==> src/hdl/mer_pkg.sv <==
// Shared types and constants of the midpoint ellipse rasterizer.
package mer_pkg;

  localparam int CFG_W = 10;
  localparam int CTR_W = 11;
  localparam int CRD_W = 13;

  localparam logic [CFG_W-1:0] SEMI_X_RST = 10'd90;
  localparam logic [CFG_W-1:0] SEMI_Y_RST = 10'd75;

  localparam logic REG_SEMI_X = 1'b0;
  localparam logic REG_SEMI_Y = 1'b1;

  localparam logic OPC_START = 1'b0;
  localparam logic OPC_STEP  = 1'b1;

  localparam int OP_W = 4;
  localparam logic [OP_W-1:0] OP_NONE    = 4'd0;
  localparam logic [OP_W-1:0] OP_LOAD    = 4'd1;
  localparam logic [OP_W-1:0] OP_SQ_A    = 4'd2;
  localparam logic [OP_W-1:0] OP_SQ_B    = 4'd3;
  localparam logic [OP_W-1:0] OP_ST_MUL  = 4'd4;
  localparam logic [OP_W-1:0] OP_ST_INIT = 4'd5;
  localparam logic [OP_W-1:0] OP_ZERO    = 4'd6;
  localparam logic [OP_W-1:0] OP_ADV1    = 4'd7;
  localparam logic [OP_W-1:0] OP_ADV2    = 4'd8;
  localparam logic [OP_W-1:0] OP_R2_1    = 4'd9;
  localparam logic [OP_W-1:0] OP_R2_2    = 4'd10;
  localparam logic [OP_W-1:0] OP_R2_3    = 4'd11;
  localparam logic [OP_W-1:0] OP_R2_4    = 4'd12;
  localparam logic [OP_W-1:0] OP_R2_5    = 4'd13;
  localparam logic [OP_W-1:0] OP_R2_6    = 4'd14;
  localparam logic [OP_W-1:0] OP_EMIT    = 4'd15;

  typedef struct packed {
    logic [OP_W-1:0] op;
    logic            region2;
    logic            last;
  } cmd_t;

  typedef struct packed {
    logic item_start;
    logic slope_done;
    logic y_neg;
    logic out_free;
  } status_t;

endpackage

==> src/hdl/mer_ctrl.sv <==
// Controller state machine of the midpoint ellipse rasterizer.
module mer_ctrl import mer_pkg::*; (
  input  logic    clk,
  input  logic    rst,
  input  logic    in_valid,
  output logic    in_ready,
  input  logic    cfg_write,
  input  status_t status,
  output cmd_t    cmd
);

  localparam logic [3:0] S_IDLE = 4'd0;
  localparam logic [3:0] S_SQA  = 4'd1;
  localparam logic [3:0] S_SQB  = 4'd2;
  localparam logic [3:0] S_DEC  = 4'd3;
  localparam logic [3:0] S_INIT = 4'd4;
  localparam logic [3:0] S_ADV1 = 4'd5;
  localparam logic [3:0] S_ADV2 = 4'd6;
  localparam logic [3:0] S_CHK  = 4'd7;
  localparam logic [3:0] S_R2_1 = 4'd8;
  localparam logic [3:0] S_R2_2 = 4'd9;
  localparam logic [3:0] S_R2_3 = 4'd10;
  localparam logic [3:0] S_R2_4 = 4'd11;
  localparam logic [3:0] S_R2_5 = 4'd12;
  localparam logic [3:0] S_R2_6 = 4'd13;
  localparam logic [3:0] S_EMIT = 4'd14;

  localparam logic [1:0] PH_IDLE = 2'd0;
  localparam logic [1:0] PH_R1   = 2'd1;
  localparam logic [1:0] PH_R2   = 2'd2;

  logic [3:0] state, state_next;
  logic [1:0] phase, phase_next;
  logic       dirty, dirty_next;
  logic       post_start, post_start_next;

  always_ff @(posedge clk) begin
    if (rst) begin
      state      <= S_IDLE;
      phase      <= PH_IDLE;
      dirty      <= 1'b1;
      post_start <= 1'b0;
    end else begin
      state      <= state_next;
      phase      <= phase_next;
      dirty      <= dirty_next;
      post_start <= post_start_next;
    end
  end

  always_comb begin
    state_next      = state;
    phase_next      = phase;
    dirty_next      = dirty;
    post_start_next = post_start;
    in_ready        = (state == S_IDLE);
    cmd.op          = OP_NONE;
    cmd.region2     = (phase == PH_R2);
    cmd.last        = (phase == PH_IDLE);
    case (state)
      S_IDLE: begin
        if (in_valid) begin
          cmd.op     = OP_LOAD;
          state_next = dirty ? S_SQA : S_DEC;
        end
      end
      S_SQA: begin
        cmd.op     = OP_SQ_A;
        state_next = S_SQB;
      end
      S_SQB: begin
        cmd.op     = OP_SQ_B;
        dirty_next = 1'b0;
        state_next = S_DEC;
      end
      S_DEC: begin
        if (status.item_start) begin
          cmd.op     = OP_ST_MUL;
          state_next = S_INIT;
        end else if (phase == PH_IDLE) begin
          cmd.op     = OP_ZERO;
          state_next = S_EMIT;
        end else begin
          cmd.op     = OP_ADV1;
          state_next = S_ADV2;
        end
      end
      S_INIT: begin
        cmd.op          = OP_ST_INIT;
        phase_next      = PH_R1;
        post_start_next = 1'b1;
        state_next      = S_CHK;
      end
      S_ADV1: begin
        cmd.op     = OP_ADV1;
        state_next = S_ADV2;
      end
      S_ADV2: begin
        cmd.op     = OP_ADV2;
        state_next = S_CHK;
      end
      S_CHK: begin
        if (phase == PH_R1 && status.slope_done) begin
          state_next = S_R2_1;
        end else begin
          if (phase == PH_R2 && status.y_neg) begin
            phase_next = PH_IDLE;
          end
          if (post_start) begin
            post_start_next = 1'b0;
            state_next      = S_ADV1;
          end else begin
            state_next = S_EMIT;
          end
        end
      end
      S_R2_1: begin
        cmd.op     = OP_R2_1;
        state_next = S_R2_2;
      end
      S_R2_2: begin
        cmd.op     = OP_R2_2;
        state_next = S_R2_3;
      end
      S_R2_3: begin
        cmd.op     = OP_R2_3;
        state_next = S_R2_4;
      end
      S_R2_4: begin
        cmd.op     = OP_R2_4;
        state_next = S_R2_5;
      end
      S_R2_5: begin
        cmd.op     = OP_R2_5;
        state_next = S_R2_6;
      end
      S_R2_6: begin
        cmd.op     = OP_R2_6;
        phase_next = PH_R2;
        state_next = S_CHK;
      end
      S_EMIT: begin
        if (status.out_free) begin
          cmd.op     = OP_EMIT;
          state_next = S_IDLE;
        end
      end
      default: begin
        state_next = S_IDLE;
      end
    endcase
    if (cfg_write) begin
      dirty_next = 1'b1;
    end
  end

endmodule

==> src/hdl/mer_dpath.sv <==
// Datapath of the midpoint ellipse rasterizer: axis registers, shared multiplier and decision terms.
module mer_dpath import mer_pkg::*; #(
  parameter int AXIS_BITS = 10
) (
  input  logic                    clk,
  input  logic                    rst,
  input  logic                    cfg_write,
  input  logic                    cfg_index,
  input  logic [CFG_W-1:0]        cfg_data,
  input  logic                    opcode,
  input  logic [CTR_W-1:0]        center_x,
  input  logic [CTR_W-1:0]        center_y,
  input  cmd_t                    cmd,
  output status_t                 status,
  output logic                    out_valid,
  input  logic                    out_ready,
  output logic                    point_valid,
  output logic signed [CRD_W-1:0] right_x,
  output logic signed [CRD_W-1:0] left_x,
  output logic signed [CRD_W-1:0] upper_y,
  output logic signed [CRD_W-1:0] lower_y,
  output logic                    last_point
);

  localparam int AB  = AXIS_BITS;
  localparam int OW  = AB + 2;
  localparam int SW  = 3 * AB + 4;
  localparam int DW  = 4 * AB + 8;
  localparam int MOW = 2 * AB + 3;
  localparam int PW  = 2 * MOW;
  localparam int SQW = 2 * AB;
  localparam int EW  = (OW > CRD_W) ? OW : CRD_W;

  logic [AB-1:0]           semi_x, semi_y;
  logic [SQW-1:0]          a2, b2;
  logic signed [PW-1:0]    prod;
  logic signed [OW-1:0]    off_x, off_y;
  logic signed [SW-1:0]    slope_x, slope_y;
  logic signed [DW-1:0]    dec;
  logic [CTR_W-1:0]        lat_cx, lat_cy;
  logic                    item_start;
  logic                    res_valid;
  logic [CRD_W-1:0]        res_rx, res_lx, res_uy, res_ly;

  logic signed [MOW-1:0]   a_m, b_m, a2_m, b2_m, tx_m, ty_m, prod_lo;
  logic signed [MOW-1:0]   mul_a, mul_b;
  logic signed [PW-1:0]    mul_p;
  logic signed [OW:0]      tx_w, ty_w;
  logic signed [DW-1:0]    a2_d, b2_d, sx_d, sy_d, prod_d, adv_term;
  logic signed [SW-1:0]    a2_s2, b2_s2;
  logic                    d_neg, d_pos, x_inc, y_dec;
  logic [EW-1:0]           cx_e, cy_e, x_e, y_e;
  logic [EW-1:0]           rx_sum, lx_sum, uy_sum, ly_sum;

  always_ff @(posedge clk) begin
    if (rst) begin
      semi_x <= AB'(SEMI_X_RST);
      semi_y <= AB'(SEMI_Y_RST);
    end else if (cfg_write) begin
      case (cfg_index)
        REG_SEMI_X: semi_x <= AB'(cfg_data);
        REG_SEMI_Y: semi_y <= AB'(cfg_data);
        default: ;
      endcase
    end
  end

  assign a_m     = MOW'(semi_x);
  assign b_m     = MOW'(semi_y);
  assign a2_m    = MOW'(a2);
  assign b2_m    = MOW'(b2);
  assign tx_w    = {off_x, 1'b1};
  assign ty_w    = (OW + 1)'(off_y) - (OW + 1)'(1);
  assign tx_m    = MOW'(tx_w);
  assign ty_m    = MOW'(ty_w);
  assign prod_lo = prod[MOW-1:0];

  always_comb begin
    case (cmd.op)
      OP_SQ_A: begin
        mul_a = a_m;
        mul_b = a_m;
      end
      OP_SQ_B: begin
        mul_a = b_m;
        mul_b = b_m;
      end
      OP_ST_MUL: begin
        mul_a = a2_m;
        mul_b = b_m;
      end
      OP_R2_1: begin
        mul_a = tx_m;
        mul_b = tx_m;
      end
      OP_R2_2: begin
        mul_a = b2_m;
        mul_b = prod_lo;
      end
      OP_R2_3: begin
        mul_a = ty_m;
        mul_b = ty_m;
      end
      OP_R2_4: begin
        mul_a = a2_m;
        mul_b = prod_lo;
      end
      OP_R2_5: begin
        mul_a = a2_m;
        mul_b = b2_m;
      end
      default: begin
        mul_a = '0;
        mul_b = '0;
      end
    endcase
  end

  assign mul_p = mul_a * mul_b;

  assign a2_d   = DW'(a2);
  assign b2_d   = DW'(b2);
  assign sx_d   = DW'(slope_x);
  assign sy_d   = DW'(slope_y);
  assign prod_d = DW'(prod);
  assign a2_s2  = SW'(a2) << 1;
  assign b2_s2  = SW'(b2) << 1;

  assign d_neg = dec[DW-1];
  assign d_pos = !dec[DW-1] && (|dec);
  assign x_inc = !cmd.region2 || !d_pos;
  assign y_dec = cmd.region2 || !d_neg;

  // Region 1 adds the x slope always and subtracts the y slope on a diagonal move;
  // region 2 does the reverse.
  assign adv_term = (x_inc ? sx_d : DW'(0)) - (y_dec ? sy_d : DW'(0))
                  + (cmd.region2 ? a2_d : b2_d);

  assign cx_e   = EW'(lat_cx);
  assign cy_e   = EW'(lat_cy);
  assign x_e    = EW'(off_x);
  assign y_e    = EW'(off_y);
  assign rx_sum = cx_e + x_e;
  assign lx_sum = cx_e - x_e;
  assign uy_sum = cy_e + y_e;
  assign ly_sum = cy_e - y_e;

  always_ff @(posedge clk) begin
    case (cmd.op)
      OP_LOAD: begin
        item_start <= (opcode == OPC_START);
        if (opcode == OPC_START) begin
          lat_cx <= center_x;
          lat_cy <= center_y;
        end
      end
      OP_SQ_A: a2 <= mul_p[SQW-1:0];
      OP_SQ_B: b2 <= mul_p[SQW-1:0];
      OP_ST_MUL: prod <= mul_p;
      OP_ST_INIT: begin
        off_x   <= '0;
        off_y   <= OW'(semi_y);
        slope_x <= '0;
        slope_y <= SW'(prod) << 1;
        dec     <= (b2_d << 2) + a2_d - (prod_d << 2);
      end
      OP_ZERO: begin
        res_valid <= 1'b0;
        res_rx    <= '0;
        res_lx    <= '0;
        res_uy    <= '0;
        res_ly    <= '0;
      end
      OP_ADV1: begin
        res_valid <= 1'b1;
        res_rx    <= rx_sum[CRD_W-1:0];
        res_lx    <= lx_sum[CRD_W-1:0];
        res_uy    <= uy_sum[CRD_W-1:0];
        res_ly    <= ly_sum[CRD_W-1:0];
        if (x_inc) begin
          off_x   <= off_x + OW'(1);
          slope_x <= slope_x + b2_s2;
        end
        if (y_dec) begin
          off_y   <= off_y - OW'(1);
          slope_y <= slope_y - a2_s2;
        end
      end
      OP_ADV2: dec <= dec + (adv_term << 2);
      OP_R2_1: prod <= mul_p;
      OP_R2_2: prod <= mul_p;
      OP_R2_3: begin
        dec  <= prod_d;
        prod <= mul_p;
      end
      OP_R2_4: prod <= mul_p;
      OP_R2_5: begin
        dec  <= dec + (prod_d << 2);
        prod <= mul_p;
      end
      OP_R2_6: dec <= dec - (prod_d << 2);
      default: ;
    endcase
  end

  always_ff @(posedge clk) begin
    if (rst) begin
      out_valid <= 1'b0;
    end else if (cmd.op == OP_EMIT) begin
      out_valid <= 1'b1;
    end else if (out_ready) begin
      out_valid <= 1'b0;
    end
  end

  always_ff @(posedge clk) begin
    if (cmd.op == OP_EMIT) begin
      point_valid <= res_valid;
      right_x     <= res_rx;
      left_x      <= res_lx;
      upper_y     <= res_uy;
      lower_y     <= res_ly;
      last_point  <= res_valid && cmd.last;
    end
  end

  assign status.item_start = item_start;
  assign status.slope_done = (slope_x >= slope_y);
  assign status.y_neg      = off_y[OW-1];
  assign status.out_free   = !out_valid || out_ready;

endmodule

==> src/hdl/midpoint_ellipse_rasterizer.sv <==
// Top level of the midpoint ellipse rasterizer: controller, datapath and checks.
//
//   Channel  Handshake              Payload
//   in       in_valid / in_ready    opcode, center_x, center_y
//   out      out_valid / out_ready  point_valid, right_x, left_x, upper_y, lower_y, last_point
//   cfg      cfg_write              cfg_index, cfg_data
//
// One item is worked at a time. A start initialises the decision terms, a step advances
// one point or, while idle, returns an empty result, and the region change recomputes the
// terms through the shared multiplier. The first item after reset or after a register
// write first squares the axes.
// Reset is synchronous and leaves the block idle with the reset axes.
// A stalled output holds the finished result while the block waits to load the next one.
module midpoint_ellipse_rasterizer import mer_pkg::*; #(
  parameter int AXIS_BITS = 10
) (
  input  logic                    clk,
  input  logic                    rst,
  input  logic                    cfg_write,
  input  logic                    cfg_index,
  input  logic [CFG_W-1:0]        cfg_data,
  input  logic                    in_valid,
  output logic                    in_ready,
  input  logic                    opcode,
  input  logic [CTR_W-1:0]        center_x,
  input  logic [CTR_W-1:0]        center_y,
  output logic                    out_valid,
  input  logic                    out_ready,
  output logic                    point_valid,
  output logic signed [CRD_W-1:0] right_x,
  output logic signed [CRD_W-1:0] left_x,
  output logic signed [CRD_W-1:0] upper_y,
  output logic signed [CRD_W-1:0] lower_y,
  output logic                    last_point
);

  cmd_t    cmd;
  status_t status;

  mer_ctrl u_ctrl (
    .clk      (clk),
    .rst      (rst),
    .in_valid (in_valid),
    .in_ready (in_ready),
    .cfg_write(cfg_write),
    .status   (status),
    .cmd      (cmd)
  );

  mer_dpath #(
    .AXIS_BITS(AXIS_BITS)
  ) u_dpath (
    .clk        (clk),
    .rst        (rst),
    .cfg_write  (cfg_write),
    .cfg_index  (cfg_index),
    .cfg_data   (cfg_data),
    .opcode     (opcode),
    .center_x   (center_x),
    .center_y   (center_y),
    .cmd        (cmd),
    .status     (status),
    .out_valid  (out_valid),
    .out_ready  (out_ready),
    .point_valid(point_valid),
    .right_x    (right_x),
    .left_x     (left_x),
    .upper_y    (upper_y),
    .lower_y    (lower_y),
    .last_point (last_point)
  );

  a_one_item: assert property (@(posedge clk) disable iff (rst)
    in_valid && in_ready |=> !in_ready)
    else $error("input accepted while an item is in progress");

  a_emit_free: assert property (@(posedge clk) disable iff (rst)
    cmd.op == OP_EMIT |-> (!out_valid || out_ready))
    else $error("result loaded over an untaken result");

  a_last_valid: assert property (@(posedge clk) disable iff (rst)
    out_valid && last_point |-> point_valid)
    else $error("last point flagged on an empty result");

  a_empty_zero: assert property (@(posedge clk) disable iff (rst)
    out_valid && !point_valid |-> right_x == 0 && left_x == 0 && upper_y == 0 && lower_y == 0)
    else $error("empty result carries coordinates");

endmodule
==> config.mk <==
export PLATFORM = sky130hd
export DESIGN_NAME = midpoint_ellipse_rasterizer
export DESIGN_NICKNAME = d
export VERILOG_FILES = /design/src/hdl/mer_pkg.sv /design/src/hdl/mer_ctrl.sv /design/src/hdl/mer_dpath.sv /design/src/hdl/midpoint_ellipse_rasterizer.sv
export SDC_FILE = /design/constraint.sdc
export NUM_CORES = 2
export LEC_CHECK = 0
export BUFFER_PORTS_ARGS = -buffer_cell sky130_fd_sc_hd__buf_4
export CAP_MARGIN = 20
export CORE_ASPECT_RATIO = 0.6
export CORE_MARGIN = 3
export CORE_UTILIZATION = 60
export DETAILED_ROUTE_END_ITERATION = 10
export PLACE_DENSITY = 0.77
export SLEW_MARGIN = 20
export SYNTH_ARGS = -nofsm -noshare
export SYNTH_HDL_FRONTEND = slang
export SYNTH_HIERARCHICAL = 1
export SYNTH_SLANG_ARGS = --single-unit
==> constraint.sdc <==
create_clock -name clk -period 10.77 [get_ports clk]
set_input_delay 0.5385 -clock clk [delete_from_list [all_inputs] [get_ports clk]]
set_output_delay 0.5385 -clock clk [all_outputs]
set_load 0.05 [all_outputs]
==> results.md <==
* Initial antenna violation count at 2
* Post-Synth XOR/XNOR Area at 5.179%
* Avg WL per Cell at 24.77 µm
* Global Route met3 Usage at about 17%
* Critical path class: flop to flop
* CTS buffer count at 38
* CP Max Fanout at 29
* First-pass GRT wire length at 244700 µm
* Global routing usage on met1 at 58.88%
* Internal Power at ~4.2 mW
* Switching Fraction at ~45%
* I/O pins at between 90 and 100
* Sequential Power Share at about a quarter
* P&R area growth vs syn at 7.378%
* Worst path required time at roughly 11000 ps
* Simple-gate area share of the yosys netlist at 15.66%
* Synth Area in Compound Gates at 14.20%
* Clk Latency, worst-skew pair at roughly 600 ps
* Top cell type by total area after synthesis: fa_1
* Layout cell share with drive strength beyond 1 at 6.924%
* Clk buf depth at 3
* Vias per inst at 6.311
* Cell area after synthesis at between 40000 and 50000 µm²
* GPL Wtd Cong at roughly 1.1
* Power Density at 147.7 nW/µm²
* Total core area at 78480 µm²
* DR iter-0 viols at roughly 5600
* CTS Sinks at 379
* Mux cell area share after synthesis at 0.7788%
* Via Count at a little over 40000
* Antenna Nets Post-Route at 0
* Adder-cell share of the synthesized area at 33.21%
* Fmax at 96.09 MHz
* MaxCap Viol Count at 0
* Reg2reg setup slack at between 300 and 400 ps
* Crit. End Element: flop
* Power share of the combinational group at 55.0%
* Post-CTS setup buffer count at 0
* Slew headroom at 23.69%
* Synthesized area per cell at 9.063 µm²
* Most used DFF post-synth: edfxtp_1
* CP max stage cell: fa_1
* Global routing's busiest layer: met1
* Synth Instances at 5318
* Status: completed
* Arrival time at the worst endpoint at 10740 ps
* Hold Crit Class: primary input to flop
* R2R depth at 33
* Vias in the first global route at 39500
* Cell Rows at a little under 80
* Max-slew violation count at 0
* Clock power share at 18.4%
* Total GRT Usage at between 30% and 40%
* Worst Hold End: u_dpath/lat_cx[10]$_DFFE_PP_
* Synth top area cells: fa_1 23%, edfxtp_1 22%, ha_1 9.8%
* Post-synth EDFFs at 350
* Commonest cells in the netlist: 778 x inv_1, 633 x nand2_1, 564 x fa_1
* Net switching power at 3.414 mW
* DRT Pass-1 Iters at 9
* Warnings, synthesis at 6
* Min-delay src: center_x[10]
* Least-Margin Pin Slew at 1143 ps
* Die X at 371.9 µm
* Post-Route WL at around 160000 µm
* Fin Clk Skew at ~36 ps
* WHS Path Cells at 1
* Largest net degree at the start of global routing at 68
* CTS tree: done
* Leakage power at about 23 nW
* Hold Buf Count CTS at 0
* Hold Vio Cnt, Final at 0
* Initial Util at approximately 60%
* Critical Path Max Stage Delay at 580 ps
* # DRC at 0
* Fin nets at 6338
* Fillers at between 6000 and 7000
* Tcrit/Tclk final at 96.63%
* Largest family of logic cells by synthesized area: adder cells
* Startpoint Class: flop
* WHS at roughly 150 ps
* Sequential area share after synthesis at 23.01%
* Max IR drop VDD at 0.1232 mV
* Die Ht at 225.5 µm
* Clk pin slew, worst setup/hold paths at about 70 ps
* Syn Nets at ~6300
* Minimum clock period at approximately 10000 ps
* Synth cell types at 101
* CTS H-tree depth at 2
* Total congestion overflow at 0
* Post-CTS Resized at 0
* PortBufs at 94
* Die area at between 80000 and 90000 µm²
* Most numerous cell in the Yosys netlist: inv_1
* Final setup fails at 0
* Worst r2r src: u_ctrl/state[3]$_SDFFE_PP0P_
* Total power at 7.642 mW
* Met2 Resource Use GR at 49.09%
* Post-synth top area share at 23.43%
* Root Buffer: clkbuf_16
* R2r endpoint: u_dpath/prod[45]$_DFFE_PP_
* Hpwl dp at 128700 µm
* Most numerous cell on the critical path: fa_1
* Post-synth ARST share at 0%
* Synth Register Bits at 379
## cell usage in the layout, fill, tap and decap left out, drive strengths merged, types with 45 or more instances in the layout
cell type / instances
nand3: 82
ha: 377
nor2: 425
edfxtp: 350
xor2: 85
fa: 564
o21ai: 233
nor2b: 56
inv: 780
xnor2: 197
buf: 231
nand2: 633
a21o: 109
a21oi: 244
nor3: 113
a22oi: 45
clkbuf: 46
and2: 55
nand2b: 68
## cells by family after synthesis
family,count (synthesis)
muxes,37
and+or+nand+nor,1641
AOI/OAI and AO/OA,1028
xor gates and xnor gates,282
buffers and inverters,1010
DFF,379
adders and majority gates,941
## cell type report
cell class | instances | area [µm²] | share of cell area, %
diodes | 1 | 2.502 | 0.004835
clock buffers | 46 | 1002 | 1.936
clock inverters | 23 | 249.0 | 0.4811
inverters | 779 | 2924 | 5.650
multi-input cells | 3929 | 33430 | 64.60
flip-flops and latches | 379 | 11090 | 21.43
well taps | 1053 | 1318 | 2.546
repair buffers | 231 | 1734 | 3.351
## worst max path at each step
stage	start	endpoint	depth (start not counted)
2_1_floorplan	u_dpath/out_valid$_SDFFE_PP0P_	u_dpath/prod[45]$_DFFE_PP_	37
3_3_place_gp	out_ready	u_dpath/prod[45]$_DFFE_PP_	34
3_5_place_dp	out_ready	u_dpath/prod[45]$_DFFE_PP_	34
4_1_cts	u_ctrl/state[1]$_SDFFE_PP0P_	u_dpath/prod[45]$_DFFE_PP_	32
5_1_grt	u_ctrl/state[2]$_SDFFE_PP0P_	u_dpath/prod[45]$_DFFE_PP_	38
6_report	u_ctrl/state[3]$_SDFFE_PP0P_	u_dpath/prod[45]$_DFFE_PP_	33
## per-layer routing
layer / vias to the layer above / routed length, µm
met3: 311 / 26590
met1: 19740 / 69300
met2: 2627 / 58910
met5: - / 7
met4: 2 / 4748
li1: 17970 / -
## power by group through the flow
stage               clock (mW)  combinational, mW  sequential (mW)
finish                    1.41               4.20             2.03
floorplan                    0               3.00             1.91
detailed placement           0               4.03             2.04
CTS                       1.42               4.06             2.01
global route              1.48               4.59             2.03
global placement             0               3.97             2.04
## sequential cells by signal, indices dropped and copies added (netlist names), 10 cells and up
register / cells
u_dpath/dec: 48
u_dpath/prod: 46
u_dpath/slope_x: 33
u_dpath/slope_y: 33
u_dpath/a2: 20
u_dpath/b2: 20
u_dpath/res_lx: 13
u_dpath/res_ly: 13
u_dpath/right_x: 13
u_dpath/upper_y: 13
u_dpath/left_x: 12
u_dpath/lower_y: 12
u_dpath/off_x: 12
u_dpath/off_y: 12
u_dpath/res_rx: 12
u_dpath/res_uy: 12
u_dpath/lat_cx: 11
u_dpath/lat_cy: 11
u_dpath/semi_x: 10
u_dpath/semi_y: 10
## critical path: cells and delay by family, from the launching register on
kind	cells	cell delay, ps
adders and majority gates	8	4110
and+or+nand+nor	5	960
buffers and inverters	7	1350
xor gates and xnor gates	2	250
DFF	1	460
AOI/OAI and AO/OA	11	2990
## through the flow
| step | TNS [ps] | util (%) | area (µm²) | setup WS (ps) | instances |
|---|---|---|---|---|---|
| detailed placement | 0 | 64.31 | 50470 | 221.5 | 6371 |
| CTS | 0 | 65.91 | 51730 | 446.2 | 6440 |
| global route | -4.643 | 65.94 | 51750 | -4.643 | 6440 |
| global placement | 0 | 64.31 | 50470 | 345.6 | 6371 |
| floorplan | 0 | - | 48200 | 797.1 | 5318 |
| finish | 0 | 65.94 | 51750 | 363.1 | 6441 |
(Power assumes the default switching activity.)
